==> src/orf_pkg.sv <==
// Shared types and constants for the overwriting ring FIFO.
// Used by the controller, the datapath and the top level; depends on nothing.
package orf_pkg;

  // Default sizing of the storage.
  localparam int DEPTH_DEFAULT      = 16;
  localparam int DATA_WIDTH_DEFAULT = 32;

  // Fixed widths of the external word fields and of the capacity register.
  localparam int WORD_W    = 32;
  localparam int CAP_W     = 5;
  localparam int CAP_RESET = 16;

  // Operation codes carried on op.
  localparam logic OP_WRITE = 1'b0;
  localparam logic OP_READ  = 1'b1;

  // Status codes reported with every result word.
  localparam logic STS_OK   = 1'b0;
  localparam logic STS_FAIL = 1'b1;

  // Commands from the controller to the datapath.
  typedef struct packed {
    logic accept;      // an input word is taken this cycle
    logic fetch_done;  // storage read data is valid this cycle
  } orf_cmd_t;

  // Status from the datapath to the controller.
  typedef struct packed {
    logic read_hit;    // the offered word is a read of a non-empty FIFO
  } orf_sts_t;

endpackage

==> src/orf_ram.sv <==
// Generic single-port-write, single-port-read RAM with registered read data.
// Depends on nothing.
module orf_ram #(
  parameter int WIDTH  = 32,
  parameter int DEPTH  = 16,
  parameter int ADDR_W = (DEPTH > 1) ? $clog2(DEPTH) : 1
) (
  input  logic              clk,
  input  logic              wr_en,
  input  logic [ADDR_W-1:0] wr_addr,
  input  logic [WIDTH-1:0]  wr_data,
  input  logic              rd_en,
  input  logic [ADDR_W-1:0] rd_addr,
  output logic [WIDTH-1:0]  rd_data
);

  logic [WIDTH-1:0] mem [DEPTH];

  // Write port, and read port with the data registered.
  always_ff @(posedge clk) begin
    if (wr_en) begin
      mem[wr_addr] <= wr_data;
    end
    if (rd_en) begin
      rd_data <= mem[rd_addr];
    end
  end

endmodule

==> src/orf_ctrl.sv <==
// Controller of the overwriting ring FIFO: input handshake, read wait state
// and the output valid flag. Depends on orf_pkg.
module orf_ctrl (
  input  logic              clk,
  input  logic              rst,
  input  logic              in_valid,
  output logic              in_ready,
  output logic              out_valid,
  input  logic              out_ready,
  input  orf_pkg::orf_sts_t sts,
  output orf_pkg::orf_cmd_t cmd
);
  import orf_pkg::*;

  localparam logic S_IDLE = 1'b0;
  localparam logic S_READ = 1'b1;

  logic state;
  logic state_next;
  logic out_valid_next;
  logic accept;

  // A word is taken when idle and the result register is free or emptying.
  assign in_ready = (state == S_IDLE) && (!out_valid || out_ready);
  assign accept   = in_valid && in_ready;

  assign cmd.accept     = accept;
  assign cmd.fetch_done = (state == S_READ);

  // Next state and result valid flag.
  always_comb begin
    state_next     = state;
    out_valid_next = out_valid;
    case (state)
      S_IDLE: begin
        if (accept && sts.read_hit) begin
          state_next     = S_READ;
          out_valid_next = 1'b0;
        end else if (accept) begin
          out_valid_next = 1'b1;
        end else if (out_ready) begin
          out_valid_next = 1'b0;
        end
      end
      S_READ: begin
        state_next     = S_IDLE;
        out_valid_next = 1'b1;
      end
      default: begin
        state_next     = S_IDLE;
        out_valid_next = 1'b0;
      end
    endcase
  end

  always_ff @(posedge clk) begin
    if (rst) begin
      state     <= S_IDLE;
      out_valid <= 1'b0;
    end else begin
      state     <= state_next;
      out_valid <= out_valid_next;
    end
  end

  // The result register is empty while storage data is awaited.
  a_read_no_result: assert property (@(posedge clk) disable iff (rst)
    state == S_READ |-> !out_valid)
    else $error("result valid during the storage read");

  // A successful read presents its result in the cycle after the fetch.
  a_read_result: assert property (@(posedge clk) disable iff (rst)
    state == S_READ |=> out_valid && state == S_IDLE)
    else $error("read result not presented after the fetch");

  // No word is taken while a read is in flight.
  a_read_blocks: assert property (@(posedge clk) disable iff (rst)
    state == S_READ |-> !in_ready)
    else $error("input taken during a read");

endmodule

==> src/orf_dp.sv <==
// Datapath of the overwriting ring FIFO: capacity register, pointers with
// wrap bits, storage RAM and result register. Depends on orf_pkg and orf_ram.
module orf_dp #(
  parameter int DEPTH      = orf_pkg::DEPTH_DEFAULT,
  parameter int DATA_WIDTH = orf_pkg::DATA_WIDTH_DEFAULT
) (
  input  logic                        clk,
  input  logic                        rst,
  input  logic                        cfg_wr_en,
  input  logic [orf_pkg::CAP_W-1:0]   cfg_wr_data,
  input  logic                        op,
  input  logic [orf_pkg::WORD_W-1:0]  write_data,
  input  orf_pkg::orf_cmd_t           cmd,
  output orf_pkg::orf_sts_t           sts,
  output logic                        status,
  output logic [orf_pkg::WORD_W-1:0]  read_data,
  output logic                        is_empty,
  output logic                        is_full
);
  import orf_pkg::*;

  localparam int PTR_W = (DEPTH > 1) ? $clog2(DEPTH) : 1;
  localparam int CMP_W = (PTR_W > CAP_W) ? PTR_W : CAP_W;
  localparam int CAP_RESET_LIM = (CAP_RESET > DEPTH) ? DEPTH : CAP_RESET;
  localparam logic [CAP_W-1:0] CAP_LAST_RESET = CAP_W'(CAP_RESET_LIM - 1);
  localparam logic [CAP_W-1:0] CAP_LAST_MAX   = CAP_W'(DEPTH - 1);

  // Capacity is held as its last valid pointer value.
  logic [CAP_W-1:0]      cap_last;
  logic [CAP_W-1:0]      cap_last_next;
  logic [PTR_W-1:0]      rd_ptr;
  logic [PTR_W-1:0]      wr_ptr;
  logic                  rd_wrap;
  logic                  wr_wrap;
  logic [PTR_W-1:0]      rd_ptr_next;
  logic [PTR_W-1:0]      wr_ptr_next;
  logic                  rd_wrap_next;
  logic                  wr_wrap_next;
  logic                  empty;
  logic                  full;
  logic                  rd_last;
  logic                  wr_last;
  logic                  adv_rd;
  logic                  adv_wr;
  logic                  is_write;
  logic                  is_read;
  logic [DATA_WIDTH-1:0] ram_rd_data;

  assign empty = (rd_ptr == wr_ptr) && (rd_wrap == wr_wrap);
  assign full  = (rd_ptr == wr_ptr) && (rd_wrap != wr_wrap);

  assign is_write = cmd.accept && (op == OP_WRITE);
  assign is_read  = cmd.accept && (op == OP_READ);

  assign sts.read_hit = (op == OP_READ) && !empty;

  // A write into a full FIFO drops the oldest word first.
  assign adv_rd = (is_write && full) || (is_read && !empty);
  assign adv_wr = is_write;

  assign rd_last = (CMP_W'(rd_ptr) == CMP_W'(cap_last));
  assign wr_last = (CMP_W'(wr_ptr) == CMP_W'(cap_last));

  // Pointer increment with wrap at the capacity.
  always_comb begin
    rd_ptr_next  = rd_ptr;
    rd_wrap_next = rd_wrap;
    wr_ptr_next  = wr_ptr;
    wr_wrap_next = wr_wrap;
    if (adv_rd) begin
      if (rd_last) begin
        rd_ptr_next  = '0;
        rd_wrap_next = !rd_wrap;
      end else begin
        rd_ptr_next = rd_ptr + PTR_W'(1);
      end
    end
    if (adv_wr) begin
      if (wr_last) begin
        wr_ptr_next  = '0;
        wr_wrap_next = !wr_wrap;
      end else begin
        wr_ptr_next = wr_ptr + PTR_W'(1);
      end
    end
  end

  // A written capacity of zero acts as one, and one above DEPTH as DEPTH.
  always_comb begin
    if (cfg_wr_data == '0) begin
      cap_last_next = '0;
    end else if (int'(cfg_wr_data) > DEPTH) begin
      cap_last_next = CAP_LAST_MAX;
    end else begin
      cap_last_next = cfg_wr_data - CAP_W'(1);
    end
  end

  // Capacity and pointer registers; a capacity write empties the FIFO.
  always_ff @(posedge clk) begin
    if (rst) begin
      cap_last <= CAP_LAST_RESET;
      rd_ptr   <= '0;
      wr_ptr   <= '0;
      rd_wrap  <= 1'b0;
      wr_wrap  <= 1'b0;
    end else if (cfg_wr_en) begin
      cap_last <= cap_last_next;
      rd_ptr   <= '0;
      wr_ptr   <= '0;
      rd_wrap  <= 1'b0;
      wr_wrap  <= 1'b0;
    end else begin
      rd_ptr   <= rd_ptr_next;
      wr_ptr   <= wr_ptr_next;
      rd_wrap  <= rd_wrap_next;
      wr_wrap  <= wr_wrap_next;
    end
  end

  // Word storage.
  orf_ram #(
    .WIDTH (DATA_WIDTH),
    .DEPTH (DEPTH)
  ) u_ram (
    .clk     (clk),
    .wr_en   (is_write),
    .wr_addr (wr_ptr),
    .wr_data (DATA_WIDTH'(write_data)),
    .rd_en   (is_read && !empty),
    .rd_addr (rd_ptr),
    .rd_data (ram_rd_data)
  );

  // Result register: flags at acceptance, read word once the storage answers.
  always_ff @(posedge clk) begin
    if (cmd.accept) begin
      status    <= (is_read && empty) ? STS_FAIL : STS_OK;
      read_data <= '0;
      is_empty  <= (rd_ptr_next == wr_ptr_next) && (rd_wrap_next == wr_wrap_next);
      is_full   <= (rd_ptr_next == wr_ptr_next) && (rd_wrap_next != wr_wrap_next);
    end else if (cmd.fetch_done) begin
      read_data <= WORD_W'(ram_rd_data);
    end
  end

  // Pointers never pass the capacity in use.
  a_ptr_range: assert property (@(posedge clk) disable iff (rst)
    CMP_W'(rd_ptr) <= CMP_W'(cap_last) && CMP_W'(wr_ptr) <= CMP_W'(cap_last))
    else $error("pointer beyond capacity");

  // After a write the FIFO holds at least one word.
  a_write_not_empty: assert property (@(posedge clk) disable iff (rst)
    is_write && !cfg_wr_en |=> !empty && !is_empty)
    else $error("FIFO empty after a write");

  // A read of an empty FIFO fails and leaves the pointers alone.
  a_empty_read: assert property (@(posedge clk) disable iff (rst)
    is_read && empty && !cfg_wr_en |=> status == STS_FAIL && $stable(rd_ptr)
      && $stable(wr_ptr))
    else $error("read of an empty FIFO mishandled");

endmodule

==> src/overwriting_ring_fifo.sv <==
// Overwriting ring FIFO: a write's result word is registered at acceptance;
// a read that succeeds waits in the read state for the storage RAM's registered
// read. Throughput: one write per cycle while the output is not stalled; a
// successful read holds off the input while its storage read is under way.
// Synchronous reset empties the FIFO and sets the capacity to 16 (or DEPTH if
// smaller); storage contents are not cleared. Depends on orf_pkg and modules.
module overwriting_ring_fifo #(
  parameter int DEPTH      = orf_pkg::DEPTH_DEFAULT,
  parameter int DATA_WIDTH = orf_pkg::DATA_WIDTH_DEFAULT
) (
  input  logic                       clk,
  input  logic                       rst,
  input  logic                       cfg_wr_en,
  input  logic [orf_pkg::CAP_W-1:0]  cfg_wr_data,
  input  logic                       in_valid,
  output logic                       in_ready,
  input  logic                       op,
  input  logic [orf_pkg::WORD_W-1:0] write_data,
  output logic                       out_valid,
  input  logic                       out_ready,
  output logic                       status,
  output logic [orf_pkg::WORD_W-1:0] read_data,
  output logic                       is_empty,
  output logic                       is_full
);
  import orf_pkg::*;

  orf_cmd_t cmd;
  orf_sts_t sts;

  // Handshake and sequencing.
  orf_ctrl u_ctrl (
    .clk       (clk),
    .rst       (rst),
    .in_valid  (in_valid),
    .in_ready  (in_ready),
    .out_valid (out_valid),
    .out_ready (out_ready),
    .sts       (sts),
    .cmd       (cmd)
  );

  // Pointers, storage and result word.
  orf_dp #(
    .DEPTH      (DEPTH),
    .DATA_WIDTH (DATA_WIDTH)
  ) u_dp (
    .clk         (clk),
    .rst         (rst),
    .cfg_wr_en   (cfg_wr_en),
    .cfg_wr_data (cfg_wr_data),
    .op          (op),
    .write_data  (write_data),
    .cmd         (cmd),
    .sts         (sts),
    .status      (status),
    .read_data   (read_data),
    .is_empty    (is_empty),
    .is_full     (is_full)
  );

endmodule
==> config.mk <==
export PLATFORM = sky130hd
export DESIGN_NAME = overwriting_ring_fifo
export DESIGN_NICKNAME = d
export VERILOG_FILES = /design/src/orf_pkg.sv /design/src/orf_ram.sv /design/src/orf_ctrl.sv /design/src/orf_dp.sv /design/src/overwriting_ring_fifo.sv
export SDC_FILE = /design/constraint.sdc
export NUM_CORES = 1
export LEC_CHECK = 0
export CAP_MARGIN = 25
export CORE_MARGIN = 3
export CORE_UTILIZATION = 59
export CTS_BUF_LIST = sky130_fd_sc_hd__clkbuf_4
export DETAILED_ROUTE_END_ITERATION = 6
export DONT_BUFFER_PORTS = 1
export GPL_ROUTABILITY_DRIVEN = 0
export PLACE_DENSITY = 0.81
export REMOVE_ABC_BUFFERS = 1
export SLEW_MARGIN = 10
export SYNTH_ARGS = -nofsm -noshare
export SYNTH_HDL_FRONTEND = slang
export SYNTH_SLANG_ARGS = --single-unit
==> constraint.sdc <==
create_clock -name clk -period 4.5 [get_ports clk]
set_clock_uncertainty 0.1 [all_clocks]
set_input_delay 1.125 -clock clk [delete_from_list [all_inputs] [get_ports clk]]
set_output_delay 1.125 -clock clk [all_outputs]
set_load 0.005 [all_outputs]
# Yosys cells after proc, flatten, opt, wreduce, memory -nomap -nowiden
# Memories as Yosys holds them, arrays and structs flattened. A register that Yosys moved wholly into a read port is not among the register bits.
# Index checks and enable logic that the tools add are counted.
[classes]
n_addsub = 3
order_cmp = 1
eq_ne = 9
muxes = 19
n_bitwise = 2
n_reduce_logical = 21
[ops]
columns = ["op", "n"]
rows = [
  ["$mux 4", 4],
  ["$logic_and 1x1->1", 13],
  ["$mux 1", 11],
  ["$eq 4x5->1", 2],
  ["$mux 5", 2],
  ["$add 4x1->4 const B", 2],
  ["$eq 4x4->1", 2],
  ["$gt 5x5->1 const B", 1],
  ["$logic_not 5->1", 1],
  ["$sub 5x1->5 const B", 1],
  ["$logic_not 1->1", 4],
  ["$ne 4x3->1 const B", 1],
  ["$pmux 1 s2", 2],
  ["$eq 1x1->1", 2],
  ["$logic_or 1x1->1", 2],
  ["$ne 1x1->1", 2],
  ["$not 1->1", 2],
  ["$reduce_or 2->1", 1],
]
[word_totals]
reg_bits = 52
ramBits = 512
inputBits = 43
elab_cells = 67
memories = 1
[mem_list]
columns = ["name", "words", "width", "rd", "rd_ports_with_merged_regs", "write_ports", "line", "text"]
rows = [
  ["u_dp.u_ram.mem", 16, 32, 1, 1, 1, "orf_ram.sv:17", "logic [WIDTH-1:0] mem [DEPTH];"],
]

# Logic depth before layout (Yosys ltp)
[depth]
word_depth = 10
ltp_mapped = 8
mapped_depth_nobuf = 7

# By module
# A second synthesis with hierarchy kept.
[unflattened]
hier_cells = 1078
area_unflattened_um2 = 22497.8
[modules_own_cells]
columns = ["module", "instances", "cells_per_inst", "area_per_inst_um2"]
rows = [
  ["orf_ram", 1, 838, 20174.3],
  ["orf_dp", 1, 228, 2210.9],
  ["orf_ctrl", 1, 12, 112.6],
]

# Least setup slack after synthesis
# Ideal clock, no wire load.
[synth_path]
path_type = "in2reg"
start = "in out_ready"
end = "reg u_dp.u_ram.rd_data[0] (read register of u_dp.u_ram.mem) (enable)"
setup_time_ns = 0.475
arrival_time_ns = 4.088
required_ns = 3.925
slack_ns = -0.162
path_stages = 3
path_cell_list = "nor2b_1 > nor4bb_1 > a21boi_0"
[synth_via]
elab_chain_cells = 5
[synth_lines]
columns = ["item", "line", "text"]
rows = [
  ["start, declared", "overwriting_ring_fifo.sv:20", "input logic out_ready,"],
  ["$logic_or 1x1->1", "orf_ctrl.sv:24", "assign in_ready = (state == S_IDLE) && (!out_valid || out_ready);"],
  ["$logic_and 1x1->1", "orf_ctrl.sv:24", ""],
  ["$logic_and 1x1->1", "orf_ctrl.sv:25", "assign accept = in_valid && in_ready;"],
  ["$logic_and 1x1->1", "orf_dp.sv:53", "assign is_read = cmd.accept && (op == OP_READ);"],
  ["$logic_and 1x1->1", "orf_dp.sv:130", ".rd_en (is_read && !empty),"],
  ["named net u_dp.u_ram.rd_en", "orf_ram.sv:12", "input logic rd_en,"],
  ["end, declared", "orf_ram.sv:14", "output logic [WIDTH-1:0] rd_data"],
]
# The timed path passes the listed nets, and every way through them passes these cells.
# A chain may end at the register's enable or synchronous reset.

# Worst setup path after layout
[layout_path]
start = "reg u_ctrl.state"
end = "out in_ready"
[layout_via]
elab_chain_cells = 2
[layout_lines]
columns = ["item", "line", "text"]
rows = [
  ["start, declared", "orf_ctrl.sv:18", "logic state;"],
  ["start signal, assigned", "orf_ctrl.sv:61", "state <= state_next;"],
  ["$not 1->1", "orf_ctrl.sv:24", ""],
  ["$logic_and 1x1->1", "orf_ctrl.sv:24", ""],
  ["end, declared", "overwriting_ring_fifo.sv:16", "output logic in_ready,"],
]
# Every way passes these cells.

==> flow_metrics.env <==
export IMPL_ant_nets=0
export IMPL_synth_area_leaders="edfxtp_1, mux2i_1, mux4_2, dfxtp_1, a221oi_1"
export IMPL_first_pass_iters=5
export IMPL_gr_total_overflow=0
export IMPL_dp_hpwl_um=28600
export IMPL_place_inst=1697
export IMPL_synth_seq_cells=596
export IMPL_rsz0062_at_grt="no"
export IMPL_slew_headroom=0.408
export IMPL_crit_chain="buf_4 -> nor2_1"
export IMPL_clk_latency_ns=0.82
export IMPL_dieArea_um2=41100
export IMPL_path_buf_inv=1
export IMPL_wl_per_cell_um=25.6
export IMPL_ys_seq_area_frac=0.762
export IMPL_p_per_area_nw_per_um2=409
export IMPL_synth_top_area_frac=0.719
export IMPL_arrival_ns=1.91
export IMPL_crit_family="buffers and inverters"
export IMPL_slew_violations=0
export IMPL_finalHoldViolCount=0
export IMPL_area_growth_pct=11.3
export IMPL_status="complete, no violations"
export IMPL_core_um2=37900
export IMPL_power_leakage_uw=0.00797
export IMPL_initial_core_util=0.602
export IMPL_min_path_type="in -> reg"
export IMPL_fmax_ghz=0.319
export IMPL_final_cells=1943
export IMPL_path_class="reg -> out"
export IMPL_cp_start_kind="register"
export IMPL_route_detailed_drc=0
export IMPL_grt_pass1_vias=12700
export IMPL_drive_gt1_frac=0.242
export IMPL_cts_setup_buffers=0
export IMPL_min_delay_path_depth=1
export IMPL_dr_first_iter_drc_count=1197
export IMPL_hold_buffers=0
export IMPL_worstRegToRegCells=7
export IMPL_final_nets=1382
export IMPL_grt_pass1_wl_um=76000
export IMPL_netlist_area_um2=22800
export IMPL_async_flop_share=0
export IMPL_io_pins=80
export IMPL_ys_top_cells_by_count="edfxtp_1, mux2i_1, a221oi_1, mux4_2, nor2_1"
export IMPL_grt_antenna_before_repair=2
export IMPL_yosys_area_top_type="edfxtp_1"
export IMPL_end_kind="primary output"
export IMPL_post_route_util=0.670
export IMPL_cp_slowest_cell="buf_4"
export IMPL_crit_path_max_fanout=37
export IMPL_setup_viol=0
export IMPL_fillCellCount=2410
export IMPL_grt_max_degree=103
export IMPL_die_h_um=203
export IMPL_period_needed_ns=3.14
export IMPL_via_count=12100
export IMPL_portBuffers=0
export IMPL_via_per_inst=6.21
export IMPL_min_from="rst"
export IMPL_syn_instance_count=1219
export IMPL_clock_path_buffers=3
export IMPL_root_buffer="clkbuf_4"
export IMPL_cts_made_buffers=145
export IMPL_power_uw=10400
export IMPL_wirelength_um=49700
export IMPL_r2r_start="u_dp.rd_ptr[0]$_SDFF_PP0_"
export IMPL_crit_cells=2
export IMPL_synth_ff_type="edfxtp_1"
export IMPL_path_clk_slew_ns=0.06
export IMPL_cts_sinks=596
export IMPL_synth_edf_count=547
export IMPL_tightestPinTransition_ns=0.886
export IMPL_rows=71
export IMPL_htreeDepth=4
export IMPL_grt_total_usage=0.249
export IMPL_cts_tree="done"
export IMPL_fp_dieW_um=203
export IMPL_yosysMostFrequentCell="edfxtp_1"
export IMPL_ys_types=43
export IMPL_required_ns=3.27
export IMPL_yosysWarnings=0
export IMPL_cts_resized=0
export IMPL_syn_avg_cell_area_um2=18.7
export IMPL_max_cap_violations=0
export IMPL_critical_path_max_stage_delay_ns=0.60
export IMPL_fin_crit_sh=0.697
export IMPL_crit_start="u_ctrl.state$_SDFF_PP0_"
export IMPL_ir_worst_vdd_mv=0.311
stage by stage:
step	TNS, ns	area [um^2]	hold WS (ns)	setup slack, ns
4_1_cts	0	25400	0.212	1.25
3_5_place_dp	0	23700	0.347	1.01
3_3_place_gp	0	23700	0.339	1.06
2_1_floorplan	-362.06	22600	0.322	-5.79
6_report	0	25400	0.283	1.36
5_1_grt	0	25400	0.225	1.22
worst paths after layout:
path,slack [ns],endpoint
max,1.36,in_ready
max reg2reg,1.51,u_dp.is_full$_DFFE_PP_
min,0.28,u_ctrl.state$_SDFF_PP0_
min reg2reg,0.36,u_dp.cap_last[4]$_SDFFE_PP0P_
kinds of logic (layout without fill, tap and decap cells):
kind of cell / count (synthesis) / after routing / share of synthesized area
buffers and inverters: 73 / 285 / 0.0133
XOR/XNOR: 21 / 21 / 0.00805
adder cells (fa/ha/maj): 7 / 7 / 0.00372
AND/OR/NAND/NOR: 141 / 141 / 0.0292
multiplexers: 227 / 227 / 0.135
flip-flops: 596 / 596 / 0.762
AO/OA/AOI/OAI: 154 / 154 / 0.0493
other: 0 / 1 / 0
sequential cells by signal (all words and copies together), names as in the netlist:
name,cells
u_ctrl.out_valid,1
u_dp.u_ram.rd_data,32
u_dp.is_empty,1
u_ctrl.state,1
u_dp.status,1
u_dp.is_full,1
u_dp.u_ram.mem,512
u_dp.rd_wrap,1
u_dp.rd_ptr,4
u_dp.read_data,32
u_dp.wr_ptr,4
u_dp.wr_wrap,1
u_dp.cap_last,5
power by group:
| part | internal, uW | switching [uW] |
|---|---|---|
| combinational | 46.9 | 67.1 |
| sequential | 6060 | 12.5 |
| clock | 2220 | 2000 |
| total | 8330 | 2080 |
layer usage:
metal,GRT usage,vias up,share of wire
met5,0,-,0.00026
met4,0.0923,2,0.025
met3,0.0673,102,0.10
met2,0.406,725,0.50
met1,0.326,5985,0.37
li1,-,5246,-
cell type report:
cell class | count | area (um^2) | share of cell area
Clock buffer | 207 | 1550 | 0.0611
Multi-Input combinational cell | 550 | 5270 | 0.207
Tap cell | 511 | 639 | 0.0251
Inverter | 8 | 30.0 | 0.00118
Timing Repair Buffer | 32 | 315 | 0.0124
Clock inverter | 38 | 201 | 0.00792
Sequential cell | 596 | 17400 | 0.685
Antenna cell | 1 | 2.50 | 0.0000984
cell usage in the layout (no fill, tap or decap), types with 4 or more instances in the layout:
| cell type | count |
|---|---|
| nand2b_1 | 7 |
| edfxtp_1 | 547 |
| buf_4 | 26 |
| xnor2_1 | 7 |
| inv_1 | 7 |
| buf_12 | 6 |
| mux2i_1 | 162 |
| clkinv_2 | 5 |
| nor2b_1 | 5 |
| clkbuf_4 | 207 |
| nor2_4 | 12 |
| ha_1 | 6 |
| a21oi_1 | 9 |
| mux4_2 | 64 |
| clkinv_1 | 28 |
| nor3_2 | 4 |
| inv_2 | 4 |
| a221oi_1 | 64 |
| nor3_1 | 6 |
| o21ai_0 | 39 |
| nor2_1 | 46 |
| xor2_1 | 14 |
| nand2_1 | 44 |
| a22oi_1 | 32 |
| dfxtp_1 | 45 |
(Power assumes the default switching activity.)
